[config.mk]
export PLATFORM = sky130hd
export DESIGN_NAME = sqb_queue
export DESIGN_NICKNAME = d
export VERILOG_FILES = /design/src/hdl/sqb_pkg.sv /design/src/hdl/sqb_queue.sv
export SDC_FILE = /design/constraint.sdc
export NUM_CORES = 1
export LEC_CHECK = 0
export BUFFER_PORTS_ARGS = -buffer_cell sky130_fd_sc_hd__buf_2
export CELL_PAD_IN_SITES_DETAIL_PLACEMENT = 1
export CELL_PAD_IN_SITES_GLOBAL_PLACEMENT = 2
export CORE_MARGIN = 1
export CORE_UTILIZATION = 41
export CTS_CLUSTER_SIZE = 12
export DETAILED_ROUTE_END_ITERATION = 6
export PLACE_DENSITY = 0.89
export SYNTH_ARGS = -nofsm -noshare
export SYNTH_HDL_FRONTEND = slang
export SYNTH_SLANG_ARGS = --single-unit
[constraint.sdc]
create_clock -name clk -period 43.2 [get_ports clk]
set_input_delay 4.32 -clock clk [delete_from_list [all_inputs] [get_ports clk]]
set_output_delay 4.32 -clock clk [all_outputs]
set_load 0.01 [all_outputs]
[src/hdl/sqb_pkg.sv]
// Shared types, constants and the quarter-wave sine table for the sprite quad batcher.
package sqb_pkg;

  localparam int MAX_SPRITES      = 4096;
  localparam int SINE_TABLE_DEPTH = 256;
  localparam int QUEUE_DEPTH      = 2;

  localparam int CNT_W      = $clog2(MAX_SPRITES + 1);
  localparam int ROM_IDX_W  = $clog2(SINE_TABLE_DEPTH + 1);
  localparam int IDX_PROD_W = 14 + ROM_IDX_W;
  localparam int QPTR_W     = (QUEUE_DEPTH > 1) ? $clog2(QUEUE_DEPTH) : 1;
  localparam int QCNT_W     = $clog2(QUEUE_DEPTH + 1);

  localparam logic [14:0] THRESHOLD_RESET = 15'd104;
  localparam longint      HALF_PI_Q30     = 64'sd1686629713;

  localparam logic [1:0] CORNER_FIRST = 2'd0;
  localparam logic [1:0] CORNER_LAST  = 2'd3;

  typedef logic [15:0] sine_rom_t [0:SINE_TABLE_DEPTH];

  function automatic sine_rom_t build_sine_rom();
    sine_rom_t rom;
    longint    a;
    longint    a2;
    longint    term;
    longint    sum;
    int        k;
    for (k = 0; k <= SINE_TABLE_DEPTH; k++) begin
      a    = (longint'(k) * HALF_PI_Q30) / SINE_TABLE_DEPTH;
      a2   = (a * a) >>> 30;
      term = a;
      sum  = a;
      term = ((term * a2) >>> 30) / 6;
      sum  = sum - term;
      term = ((term * a2) >>> 30) / 20;
      sum  = sum + term;
      term = ((term * a2) >>> 30) / 42;
      sum  = sum - term;
      term = ((term * a2) >>> 30) / 72;
      sum  = sum + term;
      term = ((term * a2) >>> 30) / 110;
      sum  = sum - term;
      term = ((term * a2) >>> 30) / 156;
      sum  = sum + term;
      if (sum < 0) sum = 0;
      sum = (sum + 64'sd16384) >>> 15;
      if (sum > 32768) sum = 32768;
      rom[k] = 16'(sum);
    end
    return rom;
  endfunction

  localparam sine_rom_t SINE_ROM = build_sine_rom();

  // Q1.15 sine of a 16-bit turn angle
  function automatic logic signed [16:0] sine_lookup(input logic [15:0] h);
    logic [IDX_PROD_W-1:0] prod;
    logic [ROM_IDX_W-1:0]  idx;
    logic [ROM_IDX_W-1:0]  addr;
    logic signed [16:0]    mag;
    prod = IDX_PROD_W'(h[13:0]) * IDX_PROD_W'(SINE_TABLE_DEPTH);
    idx  = ROM_IDX_W'(prod >> 14);
    addr = h[14] ? (ROM_IDX_W'(SINE_TABLE_DEPTH) - idx) : idx;
    mag  = $signed({1'b0, SINE_ROM[addr]});
    return h[15] ? -mag : mag;
  endfunction

  typedef struct packed {
    logic signed [23:0] pos_x;
    logic signed [23:0] pos_height;
    logic signed [23:0] pos_z;
    logic [15:0]        size_x;
    logic [15:0]        size_z;
    logic signed [16:0] offset_x;
    logic signed [16:0] offset_z;
    logic [31:0]        uv_min;
    logic [31:0]        uv_max;
    logic signed [16:0] sin_q;
    logic signed [16:0] cos_q;
    logic               rot;
    logic [CNT_W-1:0]   sprite_idx;
    logic               opens;
    logic [14:0]        batch_first;
    logic [15:0]        batch_tex;
  } sqb_item_t;

  typedef struct packed {
    logic full;
    logic empty;
  } sqb_qstat_t;

endpackage

[src/hdl/sqb_queue.sv]
// Short queue of classified sprite records between front and back end.
module sqb_queue
  import sqb_pkg::*;
(
  input  logic       clk,
  input  logic       rst_n,
  input  logic       push,
  input  sqb_item_t  push_item,
  input  logic       pop,
  output sqb_item_t  head_item,
  output sqb_qstat_t q_stat
);

  sqb_item_t         mem_r [QUEUE_DEPTH];
  logic [QPTR_W-1:0] wr_ptr_r;
  logic [QPTR_W-1:0] rd_ptr_r;
  logic [QCNT_W-1:0] count_r;

  assign q_stat.full  = count_r == QCNT_W'(QUEUE_DEPTH);
  assign q_stat.empty = count_r == '0;
  assign head_item    = mem_r[rd_ptr_r];

  always_ff @(posedge clk) begin
    if (push) begin
      mem_r[wr_ptr_r] <= push_item;
    end
  end

  always_ff @(posedge clk) begin
    if (!rst_n) begin
      wr_ptr_r <= '0;
      rd_ptr_r <= '0;
      count_r  <= '0;
    end else begin
      if (push) begin
        wr_ptr_r <= (wr_ptr_r == QPTR_W'(QUEUE_DEPTH - 1)) ? '0 : wr_ptr_r + QPTR_W'(1);
      end
      if (pop) begin
        rd_ptr_r <= (rd_ptr_r == QPTR_W'(QUEUE_DEPTH - 1)) ? '0 : rd_ptr_r + QPTR_W'(1);
      end
      if (push && !pop) begin
        count_r <= count_r + QCNT_W'(1);
      end else if (pop && !push) begin
        count_r <= count_r - QCNT_W'(1);
      end
    end
  end

  a_no_overflow: assert property (@(posedge clk) disable iff (!rst_n)
    push |-> (!q_stat.full || pop))
    else $error("queue overflow");

  a_no_underflow: assert property (@(posedge clk) disable iff (!rst_n)
    pop |-> !q_stat.empty)
    else $error("queue underflow");

endmodule

==> impl_summary.txt <==
----------------------------------------------------
[Outcome]
  Run status ... finished clean

[Power]
  Final Power ... 1.23 mW
  Cell area power density ... ~48 mW/mm^2
  Cell leakage power ... 9.56 nW
  Maximum vdd drop ... between 0.04 and 0.05 mV

[Critical path]
  Worst Path Required ... 38880 ps
  Destination of the worst register-to-register timing path ... mem_r[0][238]
  Critical path capture point type ... output pin
  Startpoint of the lowest-slack register-to-register path ... wr_ptr_r
  Worst R2R Setup Slack ... roughly 40000 ps
  Sort of element at the start of the critical path ... flip-flop
  Depth of the worst register-to-register path ... 3
  Data arrival time at the worst-slack endpoint ... around 4000 ps
  Path type of the worst setup path ... flip-flop to output pin
  Maximum fanout along the worst path ... 70

[Logic synthesis]
  Post-Syn Nets ... 1186
  Biggest area contributors in the synthesized netlist ... sky130_fd_sc_hd__edfxtp_1, sky130_fd_sc_hd__mux2_2, sky130_fd_sc_hd__clkbuf_8, sky130_fd_sc_hd__dfxtp_1, sky130_fd_sc_hd__buf_6
  Seq cells post-synth ... roughly 570
  Summed instance area of the synthesized netlist ... roughly 0.021 sq mm
  Most area-hungry cell type in the Yosys netlist ... sky130_fd_sc_hd__edfxtp_1
  Synth unique cells ... 16
  Average instance area after synthesis ... 23.1 sq um
  Proportion of netlist area held by the largest area contributor ... around four fifths
  Synthesis warning total ... 0
  Proportion of synthesized chip area in sequential cells ... 82.1%
  Syn Inst Count ... between 800 and 900

[Global routing]
  Initial antenna violation count ... 17
  Remaining global-route overflow ... 0
  Wire length of the first global-routing pass ... around 70 mm
  Overall routing resource usage ... a little under a fifth
  Largest net degree at the start of global routing ... 148
  Vias in the first global route ... about 12000

[Timing]
  Final Cycle Share ... between 10% and 20%
  Maximum achievable frequency ... roughly 120 MHz
  Worst relative slew slack ... between 20% and 30%
  Unrepaired setup endpoints after global routing ... false
  Shortest period the worst path allows ... slightly above 8000 ps
  Clock tree skew after final layout ... about 19 ps
  Worst Max-Slew Pin Slew ... between 1000 and 1500 ps
  Setup TNS ... 0 ps
  Final count of hold timing violations ... 0
  Total of endpoints with negative setup slack in the final report ... 0
  Slew Limit Fails ... 0

[Detailed routing]
  DR WL/cell ... between 20 and 25 um
  Vias/cell ... around 4.8
  DRC violation count after routing ... 0
  Total wire length ... 50.1 mm
  1st-pass router iterations ... 5
  Detailed Route Iter0 Violations ... roughly 600
  Remaining antenna violation count after routing ... 0
  Vias after detailed routing ... 10726

[Clock tree]
  Setup repair bufs after CTS ... 0
  Clock insertion delay at the later pin of the skew report ... 590 ps
  Number of clock sinks ... roughly 570
  Hold-fix buffer count after cts ... 0
  H-tree lvl count ... 2
  CTS-repair resized insts ... 0
  Maximum buffer depth of the clock tree ... 3
  Clock transition time at the flip-flop clock pins of the worst setup and hold paths ... approximately 60 ps
  Root buffer cell ... sky130_fd_sc_hd__clkbuf_16
  Total CTS buffers ... 58
  TritonCTS clock tree ... yes

[Placement]
  Final RePlAce weighted congestion ... between 0.7 and 0.8
  DP Cell Count ... 2118
  Area after detailed placement ... 0.0241 sq mm
  Placed wire-length estimate after detailed placement ... around 34 mm
  IO buf count ... 569

[Floorplan]
  Die width ... 227 um
  Effective utilization at floorplan ... approximately two fifths
  I/O pins ... 570
  Row Count ... 82
  Die Outline Area ... ~0.052 sq mm
  Placeable Area ... between 0.05 and 0.06 sq mm
  Die H ... between 200 and 250 um

[Hold path]
  Worst hold path depth ... 2
  Destination of the worst hold path ... count_r[1]
  Worst hold path startpoint ... count_r[1]
  Path class of the lowest-slack min-delay path ... flip-flop to flip-flop

[Cells and area]
  Number of nets at the end of the flow ... approximately 1800
  Growth of design area from synthesis to finish ... 24.5%
  Share of final-layout standard cells stronger than drive strength 1 ... 60.5%
  Finished Layout Cells ... approximately 2200
  Post-route cell area ... ~0.026 sq mm

[Run]
  Maximum capacitance violations ... 0

----------------------------------------------------
## registers in the layout, summed over array words and instances, names as in the netlist, named ones only
register,count
count_r,2
mem_r,564
rd_ptr_r,1
wr_ptr_r,1
## synth_stat cells
cell / instances
sky130_fd_sc_hd__edfxtp_1: 564
sky130_fd_sc_hd__mux2_2: 282
sky130_fd_sc_hd__clkbuf_8: 27
sky130_fd_sc_hd__dfxtp_1: 5
sky130_fd_sc_hd__and2_1: 4
sky130_fd_sc_hd__buf_6: 4
sky130_fd_sc_hd__nor2b_1: 3
sky130_fd_sc_hd__xor2_1: 2
sky130_fd_sc_hd__a21boi_1: 1
sky130_fd_sc_hd__ha_1: 1
sky130_fd_sc_hd__inv_1: 1
sky130_fd_sc_hd__nor2_1: 1
sky130_fd_sc_hd__o21a_1: 1
sky130_fd_sc_hd__o21ai_0: 1
sky130_fd_sc_hd__or3_1: 1
sky130_fd_sc_hd__xnor2_1: 1
## worst max path at each step
stage	startpoint	to	cells after the start
3_5_place_dp	flip-flop	head_item[243]	4
3_3_place_gp	flip-flop	head_item[244]	4
6_report	flip-flop	head_item[245]	4
5_1_grt	flip-flop	head_item[245]	4
2_1_floorplan	push	wr_ptr_r	2
4_1_cts	flip-flop	head_item[245]	4
## report_power, final
| part | leakage (nW) | internal (mW) | switching, mW | total (mW) |
|---|---|---|---|---|
| clock network | 0.827 | 0.260 | 0.196 | 0.456 |
| logic | 3.40 | 0.0560 | 0.0670 | 0.123 |
| registers | 5.34 | 0.639 | 0.00986 | 0.649 |
| total | 9.56 | 0.956 | 0.273 | 1.23 |
## per-layer routing
metal	vias to the layer above	wire length, um	global-route usage [%]	share of wire [%]
met5	-	103	0	0.21
met4	14	1440	6.47	2.9
met3	97	4520	6.70	9.0
met2	471	25700	32.9	51
met1	5324	18300	20.6	36
li1	4820	-	-	-
## area by class of cell
type / count / area [sq um]
fillers: 4740 / 24200
flip-flops and latches: 569 / 17000
multi-input cells: 298 / 3300
repair buffers: 578 / 2930
clock buffers: 84 / 1600
well taps: 672 / 841
clock inverters: 15 / 103
diodes: 9 / 22.5
inverters: 1 / 3.75
## critical path, cell delays in order (launching register included)
cell and delay, ps:
sky130_fd_sc_hd__dfxtp_4 940, sky130_fd_sc_hd__buf_4 840, sky130_fd_sc_hd__buf_4 800, sky130_fd_sc_hd__mux2_2 440, sky130_fd_sc_hd__buf_2 140
## cell usage in the layout (no fill, tap or decap), drive strengths merged, types with 3 or more instances in the layout
cell / count
buf: 578
edfxtp: 564
mux2: 282
clkbuf: 84
clkinv: 11
diode: 9
dfxtp: 5
and2: 4
nor2b: 3
inv: 3
## cells by family (layout without fill, tap and decap cells)
group,count (synthesis),in the layout,synth area share [%]
adders and majority gates,1,1,0.0603
muxes,282,282,15.3
buffers and inverters,32,678,2.03
and+or+nand+nor,9,9,0.259
AOI/OAI and AO/OA,3,3,0.0965
xor gates and xnor gates,3,3,0.127
DFF,569,569,82.1
other,0,9,0
## per-stage QoR
step / util [%] / setup WS, ps / hold WS, ps
5_1_grt: 51.6 / 34670 / 576
2_1_floorplan: - / 25690 / 466
4_1_cts: 51.6 / 34870 / 534
6_report: 51.6 / 34920 / 527
3_3_place_gp: 48.2 / 35650 / 500
3_5_place_dp: 48.2 / 35540 / 526
Note: power is estimated with default switching activity, not from simulation.
