### config.mk
export PLATFORM = sky130hd
export DESIGN_NAME = sqb_back
export DESIGN_NICKNAME = d
export VERILOG_FILES = /design/src/hdl/sqb_pkg.sv /design/src/hdl/sqb_back.sv
export SDC_FILE = /design/constraint.sdc
export NUM_CORES = 2
export LEC_CHECK = 0
export ABC_AREA = 1
export BUFFER_PORTS_ARGS = -buffer_cell sky130_fd_sc_hd__buf_2
export CORE_ASPECT_RATIO = 1.1
export CORE_UTILIZATION = 45
export DETAILED_ROUTE_END_ITERATION = 8
export PLACE_DENSITY_LB_ADDON = 0.05
export SYNTH_ARGS = -nofsm -noshare
export SYNTH_HDL_FRONTEND = slang
export SYNTH_SLANG_ARGS = --single-unit
export TNS_END_PERCENT = 100
### constraint.sdc
create_clock -name clk -period 7.53 [get_ports clk]
set_input_delay 0.753 -clock clk [delete_from_list [all_inputs] [get_ports clk]]
set_output_delay 0.753 -clock clk [all_outputs]
set_load 0.05 [all_outputs]
### src/hdl/sqb_pkg.sv
// Shared types, constants and the quarter-wave sine table for the sprite quad batcher.
package sqb_pkg;

  localparam int MAX_SPRITES      = 4096;
  localparam int SINE_TABLE_DEPTH = 256;
  localparam int QUEUE_DEPTH      = 2;

  localparam int CNT_W      = $clog2(MAX_SPRITES + 1);
  localparam int ROM_IDX_W  = $clog2(SINE_TABLE_DEPTH + 1);
  localparam int IDX_PROD_W = 14 + ROM_IDX_W;
  localparam int QPTR_W     = (QUEUE_DEPTH > 1) ? $clog2(QUEUE_DEPTH) : 1;
  localparam int QCNT_W     = $clog2(QUEUE_DEPTH + 1);

  localparam logic [14:0] THRESHOLD_RESET = 15'd104;
  localparam longint      HALF_PI_Q30     = 64'sd1686629713;

  localparam logic [1:0] CORNER_FIRST = 2'd0;
  localparam logic [1:0] CORNER_LAST  = 2'd3;

  typedef logic [15:0] sine_rom_t [0:SINE_TABLE_DEPTH];

  function automatic sine_rom_t build_sine_rom();
    sine_rom_t rom;
    longint    a;
    longint    a2;
    longint    term;
    longint    sum;
    int        k;
    for (k = 0; k <= SINE_TABLE_DEPTH; k++) begin
      a    = (longint'(k) * HALF_PI_Q30) / SINE_TABLE_DEPTH;
      a2   = (a * a) >>> 30;
      term = a;
      sum  = a;
      term = ((term * a2) >>> 30) / 6;
      sum  = sum - term;
      term = ((term * a2) >>> 30) / 20;
      sum  = sum + term;
      term = ((term * a2) >>> 30) / 42;
      sum  = sum - term;
      term = ((term * a2) >>> 30) / 72;
      sum  = sum + term;
      term = ((term * a2) >>> 30) / 110;
      sum  = sum - term;
      term = ((term * a2) >>> 30) / 156;
      sum  = sum + term;
      if (sum < 0) sum = 0;
      sum = (sum + 64'sd16384) >>> 15;
      if (sum > 32768) sum = 32768;
      rom[k] = 16'(sum);
    end
    return rom;
  endfunction

  localparam sine_rom_t SINE_ROM = build_sine_rom();

  // Q1.15 sine of a 16-bit turn angle
  function automatic logic signed [16:0] sine_lookup(input logic [15:0] h);
    logic [IDX_PROD_W-1:0] prod;
    logic [ROM_IDX_W-1:0]  idx;
    logic [ROM_IDX_W-1:0]  addr;
    logic signed [16:0]    mag;
    prod = IDX_PROD_W'(h[13:0]) * IDX_PROD_W'(SINE_TABLE_DEPTH);
    idx  = ROM_IDX_W'(prod >> 14);
    addr = h[14] ? (ROM_IDX_W'(SINE_TABLE_DEPTH) - idx) : idx;
    mag  = $signed({1'b0, SINE_ROM[addr]});
    return h[15] ? -mag : mag;
  endfunction

  typedef struct packed {
    logic signed [23:0] pos_x;
    logic signed [23:0] pos_height;
    logic signed [23:0] pos_z;
    logic [15:0]        size_x;
    logic [15:0]        size_z;
    logic signed [16:0] offset_x;
    logic signed [16:0] offset_z;
    logic [31:0]        uv_min;
    logic [31:0]        uv_max;
    logic signed [16:0] sin_q;
    logic signed [16:0] cos_q;
    logic               rot;
    logic [CNT_W-1:0]   sprite_idx;
    logic               opens;
    logic [14:0]        batch_first;
    logic [15:0]        batch_tex;
  } sqb_item_t;

  typedef struct packed {
    logic full;
    logic empty;
  } sqb_qstat_t;

endpackage

### src/hdl/sqb_back.sv
// Back end: walks the four corners of each queued sprite, rotates and saturates, drives beats.
module sqb_back
  import sqb_pkg::*;
(
  input  logic               clk,
  input  logic               rst_n,
  input  sqb_item_t          head_item,
  input  sqb_qstat_t         q_stat,
  output logic               pop,
  output logic               out_valid,
  input  logic               out_stall,
  output logic signed [23:0] out_vert_x,
  output logic signed [23:0] out_vert_height,
  output logic signed [23:0] out_vert_z,
  output logic [15:0]        out_tex_u,
  output logic [15:0]        out_tex_v,
  output logic [13:0]        out_vertex_number,
  output logic               out_new_batch,
  output logic [14:0]        out_batch_first_index,
  output logic [15:0]        out_batch_texture,
  output logic               out_last_corner
);

  typedef struct packed {
    logic signed [34:0] p_xc;
    logic signed [34:0] p_zs;
    logic signed [34:0] p_xs;
    logic signed [34:0] p_zc;
    logic signed [17:0] dx;
    logic signed [17:0] dz;
    logic               rot;
    logic signed [23:0] pos_x;
    logic signed [23:0] pos_height;
    logic signed [23:0] pos_z;
    logic [15:0]        tex_u;
    logic [15:0]        tex_v;
    logic [13:0]        vertex_number;
    logic               new_batch;
    logic [14:0]        batch_first;
    logic [15:0]        batch_tex;
    logic               last;
  } corner_t;

  function automatic logic signed [23:0] sat24(input logic signed [37:0] v);
    if (v > 38'sd8388607) begin
      return 24'sh7FFFFF;
    end else if (v < -38'sd8388608) begin
      return 24'sh800000;
    end
    return v[23:0];
  endfunction

  logic [1:0] corner_r;
  logic       s1_valid_r;
  corner_t    s1_r;
  corner_t    s1_nxt;
  logic       out_valid_r;

  logic               out_ready;
  logic               s1_ready;
  logic               issue;
  logic signed [17:0] dx;
  logic signed [17:0] dz;
  logic signed [35:0] sum_x;
  logic signed [35:0] sum_z;
  logic signed [35:0] rnd_x;
  logic signed [35:0] rnd_z;
  logic signed [37:0] vx;
  logic signed [37:0] vz;

  assign out_ready = !out_valid_r || !out_stall;
  assign s1_ready  = !s1_valid_r || out_ready;
  assign issue     = !q_stat.empty && s1_ready;
  assign pop       = issue && (corner_r == CORNER_LAST);
  assign out_valid = out_valid_r;

  assign dx = $signed({head_item.offset_x[16], head_item.offset_x})
            + $signed({2'b00, (corner_r[0] ? head_item.size_x : 16'd0)});
  assign dz = $signed({head_item.offset_z[16], head_item.offset_z})
            + $signed({2'b00, (corner_r[1] ? head_item.size_z : 16'd0)});

  always_comb begin
    s1_nxt               = '0;
    s1_nxt.p_xc          = dx * head_item.cos_q;
    s1_nxt.p_zs          = dz * head_item.sin_q;
    s1_nxt.p_xs          = dx * head_item.sin_q;
    s1_nxt.p_zc          = dz * head_item.cos_q;
    s1_nxt.dx            = dx;
    s1_nxt.dz            = dz;
    s1_nxt.rot           = head_item.rot;
    s1_nxt.pos_x         = head_item.pos_x;
    s1_nxt.pos_height    = head_item.pos_height;
    s1_nxt.pos_z         = head_item.pos_z;
    s1_nxt.tex_u         = corner_r[0] ? head_item.uv_max[31:16] : head_item.uv_min[31:16];
    s1_nxt.tex_v         = corner_r[1] ? head_item.uv_max[15:0] : head_item.uv_min[15:0];
    s1_nxt.vertex_number = 14'({head_item.sprite_idx, corner_r});
    s1_nxt.new_batch     = head_item.opens && (corner_r == CORNER_FIRST);
    s1_nxt.batch_first   = head_item.batch_first;
    s1_nxt.batch_tex     = head_item.batch_tex;
    s1_nxt.last          = corner_r == CORNER_LAST;
  end

  assign sum_x = $signed(s1_r.p_xc) - $signed(s1_r.p_zs);
  assign sum_z = $signed(s1_r.p_xs) + $signed(s1_r.p_zc);
  assign rnd_x = (sum_x + 36'sd16384) >>> 15;
  assign rnd_z = (sum_z + 36'sd16384) >>> 15;
  assign vx = $signed(s1_r.pos_x) + (s1_r.rot ? rnd_x : 36'($signed(s1_r.dx)));
  assign vz = $signed(s1_r.pos_z) + (s1_r.rot ? rnd_z : 36'($signed(s1_r.dz)));

  always_ff @(posedge clk) begin
    if (!rst_n) begin
      corner_r    <= CORNER_FIRST;
      s1_valid_r  <= 1'b0;
      out_valid_r <= 1'b0;
    end else begin
      if (issue) begin
        corner_r <= corner_r + 2'd1;
      end
      if (s1_ready) begin
        s1_valid_r <= issue;
      end
      if (out_ready) begin
        out_valid_r <= s1_valid_r;
      end
    end
  end

  always_ff @(posedge clk) begin
    if (issue) begin
      s1_r <= s1_nxt;
    end
    if (out_ready && s1_valid_r) begin
      out_vert_x            <= sat24(vx);
      out_vert_height       <= s1_r.pos_height;
      out_vert_z            <= sat24(vz);
      out_tex_u             <= s1_r.tex_u;
      out_tex_v             <= s1_r.tex_v;
      out_vertex_number     <= s1_r.vertex_number;
      out_new_batch         <= s1_r.new_batch;
      out_batch_first_index <= s1_r.batch_first;
      out_batch_texture     <= s1_r.batch_tex;
      out_last_corner       <= s1_r.last;
    end
  end

  a_last_is_corner3: assert property (@(posedge clk) disable iff (!rst_n)
    (out_valid && out_last_corner) |-> (out_vertex_number[1:0] == CORNER_LAST))
    else $error("last corner flag on wrong corner");

  a_batch_on_corner0: assert property (@(posedge clk) disable iff (!rst_n)
    (out_valid && out_new_batch) |-> (out_vertex_number[1:0] == CORNER_FIRST))
    else $error("new batch flag off corner 0");

endmodule

==> out/metrics.cfg <==
[place]
placed_area_um2=83400
dp_hpwl_um=202000
dp_cells=11600
portBuffers=437
place_congestion=0.940

[clock_network]
cts_tree=yes
clk_pin_slew_worst_paths_ns=0.06
cts_hold_buf=0
cts.sinks=483
cts-htree-levels=2
insertion_delay_ns=0.66
ctsLongestPathBuffers=3
cts_buffers=57
clock-root-buffer=clkbuf_16

[sta]
timing.final.crit_share_pct=96.7
min_period_ns=7.28
skew_ns=0.0137
finalSetupViolations=0
timing.fmax_mhz=137
finalHoldViolCount=0
slew_headroom_pct=27.6
slew_viol_final=0
tightestPinTransition_ns=1.08

[critical_path]
end_kind=flop
critPathLaunchType=flop
ff2ff_path_depth=34
worst_ep_required_time_ns=7.94
rrSetupSlack_ns=0.25
r2r-start=corner_r[0]
critical_path_cell_count=34
crit_family=adder cells
startpoint=corner_r[0]
crit_buf_inv=14
critPathMaxFanout=11
slowest_stage=fa_1
crit_end=s1_r[326]
worstPathArrival_ns=7.70
timing.critical_path.mode_cell=inv_1
reg2reg_to=s1_r[326]
crit_type=reg2reg
cp_slowest_stage_delay_ns=0.56

[logic_synthesis]
syn_area_per_cell_um2=8.59
ys_ff_latch=483
syn_nets=10500
synthCells=8406
synth.distinct_cells=53
netlist_area_um2=72200
synth_edf_count=479
ys.flop_type=edfxtp_1
async_flop_share_pct=0
yosysSeqAreaShare_pct=20.0
yosys_warnings=0

[finish]
stdcell_count=11700
utilization_pct=54.8
areaGrowthSynthToFinish_pct=20.5
nNetsFinal=11600
design_area_um2=87000
register_area_um2=14500
multi_input_comb_area_um2=50600
layout-drive-gt1-share_pct=18.4
num-fill-cells=14900

[grt]
overflow=0
grt_pass1_wl_um=362000
grt.total_usage_pct=29.7
grt_pass1_vias=62400
grt_start_max_net_pins=133
grt_antenna_before_repair=21

[drt]
drt_pre_antenna_iters=5
vias=59200
wl_um=239000
drc_errors=0
drt-initial-drc-count=3720
ant_nets=0
routedWlPerCell_um=20.4
via_per_inst=5.05

[floorplanning]
core_um2=159000
die_w_um=384
die_h_um=422
num_rows=153
start_util_pct=45.5
die-area_um2=162000
pin_count=440

[worst_hold_path]
holdCritPathClass=in2reg

[run_status]
status=finished clean

[flow_run]
cap_violations=0

-- cells in the mapped netlist (all sizes together) (5+ instances only) --
cell type | number | area share (%)
clkbuf | 173 | 0.90
or2 | 13 | 0.11
nor4 | 8 | 0.069
a21oi | 304 | 2.1
nand2 | 1667 | 8.7
o221ai | 7 | 0.085
fa | 1224 | 34
clkinv | 17 | 0.088
a31oi | 30 | 0.26
ha | 565 | 9.8
o21bai | 32 | 0.34
inv | 1995 | 10
nand3 | 179 | 1.2
edfxtp | 479 | 20
a21o | 40 | 0.42
nor3 | 43 | 0.30
xor2 | 153 | 1.9
and2 | 5 | 0.043
buf | 72 | 0.51
nand3b | 17 | 0.18
o21ai | 183 | 1.3
xnor2 | 92 | 1.1
nand4 | 51 | 0.44
a21boi | 25 | 0.26
nor2 | 995 | 5.2
o21a | 17 | 0.18
-- flip-flops by register name (all words and copies together) (netlist names), 2 cells and up --
name	cells
s1_r	328
out_vert_height	24
out_vert_x	24
out_vert_z	24
out_batch_texture	16
out_tex_u	16
out_tex_v	16
out_batch_first_index	15
out_vertex_number	14
corner_r	2
-- placed cells by master, fill, tap and decap left out, types with 10 or more instances in the layout --
| cell type | instances |
|---|---|
| a21o_1 | 40 |
| inv_1 | 1966 |
| buf_12 | 56 |
| a21boi_0 | 19 |
| clkinvlp_4 | 10 |
| xnor2_1 | 84 |
| ha_4 | 34 |
| xor2_1 | 142 |
| nand2_1 | 1628 |
| nand3_2 | 13 |
| fa_2 | 28 |
| xor2_2 | 10 |
| nand3_1 | 166 |
| diode_2 | 12 |
| o21bai_1 | 30 |
| a21oi_1 | 251 |
| a21oi_2 | 50 |
| ha_1 | 515 |
| o21a_1 | 17 |
| edfxtp_1 | 479 |
| o21ai_1 | 26 |
| fa_1 | 1196 |
| nand2_2 | 33 |
| or2_2 | 11 |
| nor2_2 | 45 |
| a31oi_1 | 27 |
| nor3_1 | 34 |
| buf_2 | 438 |
| buf_4 | 831 |
| inv_2 | 21 |
| ha_2 | 16 |
| nand4_1 | 51 |
| clkbuf_16 | 62 |
| buf_6 | 20 |
| o21ai_0 | 150 |
| nand3b_1 | 17 |
| clkinv_1 | 27 |
| nor2_1 | 944 |
-- worst min path at each step --
| stage | cells after the start | slack, ns | from | to |
|---|---|---|---|---|
| global route | 1 | 0.23 | head_item[21] | s1_r[22] |
| floorplan | 0 | 0.40 | s1_r[17] | out_batch_first_index[0] |
| detailed placement | 0 | 0.40 | s1_r[30] | out_batch_first_index[13] |
| CTS | 1 | 0.21 | head_item[21] | s1_r[22] |
| global placement | 0 | 0.40 | s1_r[48] | out_tex_v[1] |
| finish | 1 | 0.26 | head_item[35] | s1_r[38] |
-- kinds of logic after synthesis --
logic type,count (synthesis),share of synthesized area (%)
flops,483,20.0
simple gates,2982,16.3
xor+xnor,245,3.02
compound gates,650,5.08
buf+inv,2257,11.9
fa+ha+maj,1789,43.7
-- area by class of cell --
cell class	count	share of cell area [%]
Clock inverter	44	0.479
Tap cell	2092	3.01
Sequential cell	483	16.6
Timing Repair Buffer	1349	11.3
Antenna cell	12	0.0345
Inverter	2012	8.71
Multi-Input combinational cell	5666	58.1
Clock buffer	63	1.69
-- metal layers --
layer	vias up	GRT usage, %	part of all wire, %
met3	436	2.82	5.1
met4	0	12.6	4.9
met1	29400	37.8	41
met2	1695	51.2	49
li1	27600	-	-
met5	-	0	0
-- metrics by stage --
stage               hold slack, ns  setup WS (ns)  setup TNS [ns]
floorplan                    0.400         0.0826               0
global placement             0.400         -0.517          -24.21
detailed placement           0.405         -0.546          -25.86
CTS                          0.208        0.00975               0
global route                 0.228        -0.0333          -0.172
finish                       0.259          0.248               0
-- repair_timing --
item | CTS | global route
buffers inserted | 3 | 20
cloned | 0 | 5
gates resized for setup | 17 | 335
setup endpoints to repair | 38 | 79
pin swaps | 1 | 81
-- worst reg2reg max path: cells and delay by family, from the launching register on --
family,cells,cell delay [ns]
flops,1,0.37
buf+inv,14,1.44
simple gates,8,0.94
xor+xnor,1,0.06
compound gates,3,0.68
fa+ha+maj,8,3.52
Power is not shown: default switching activity piles up to over one toggle a cycle in this logic, so the estimate is an artifact.
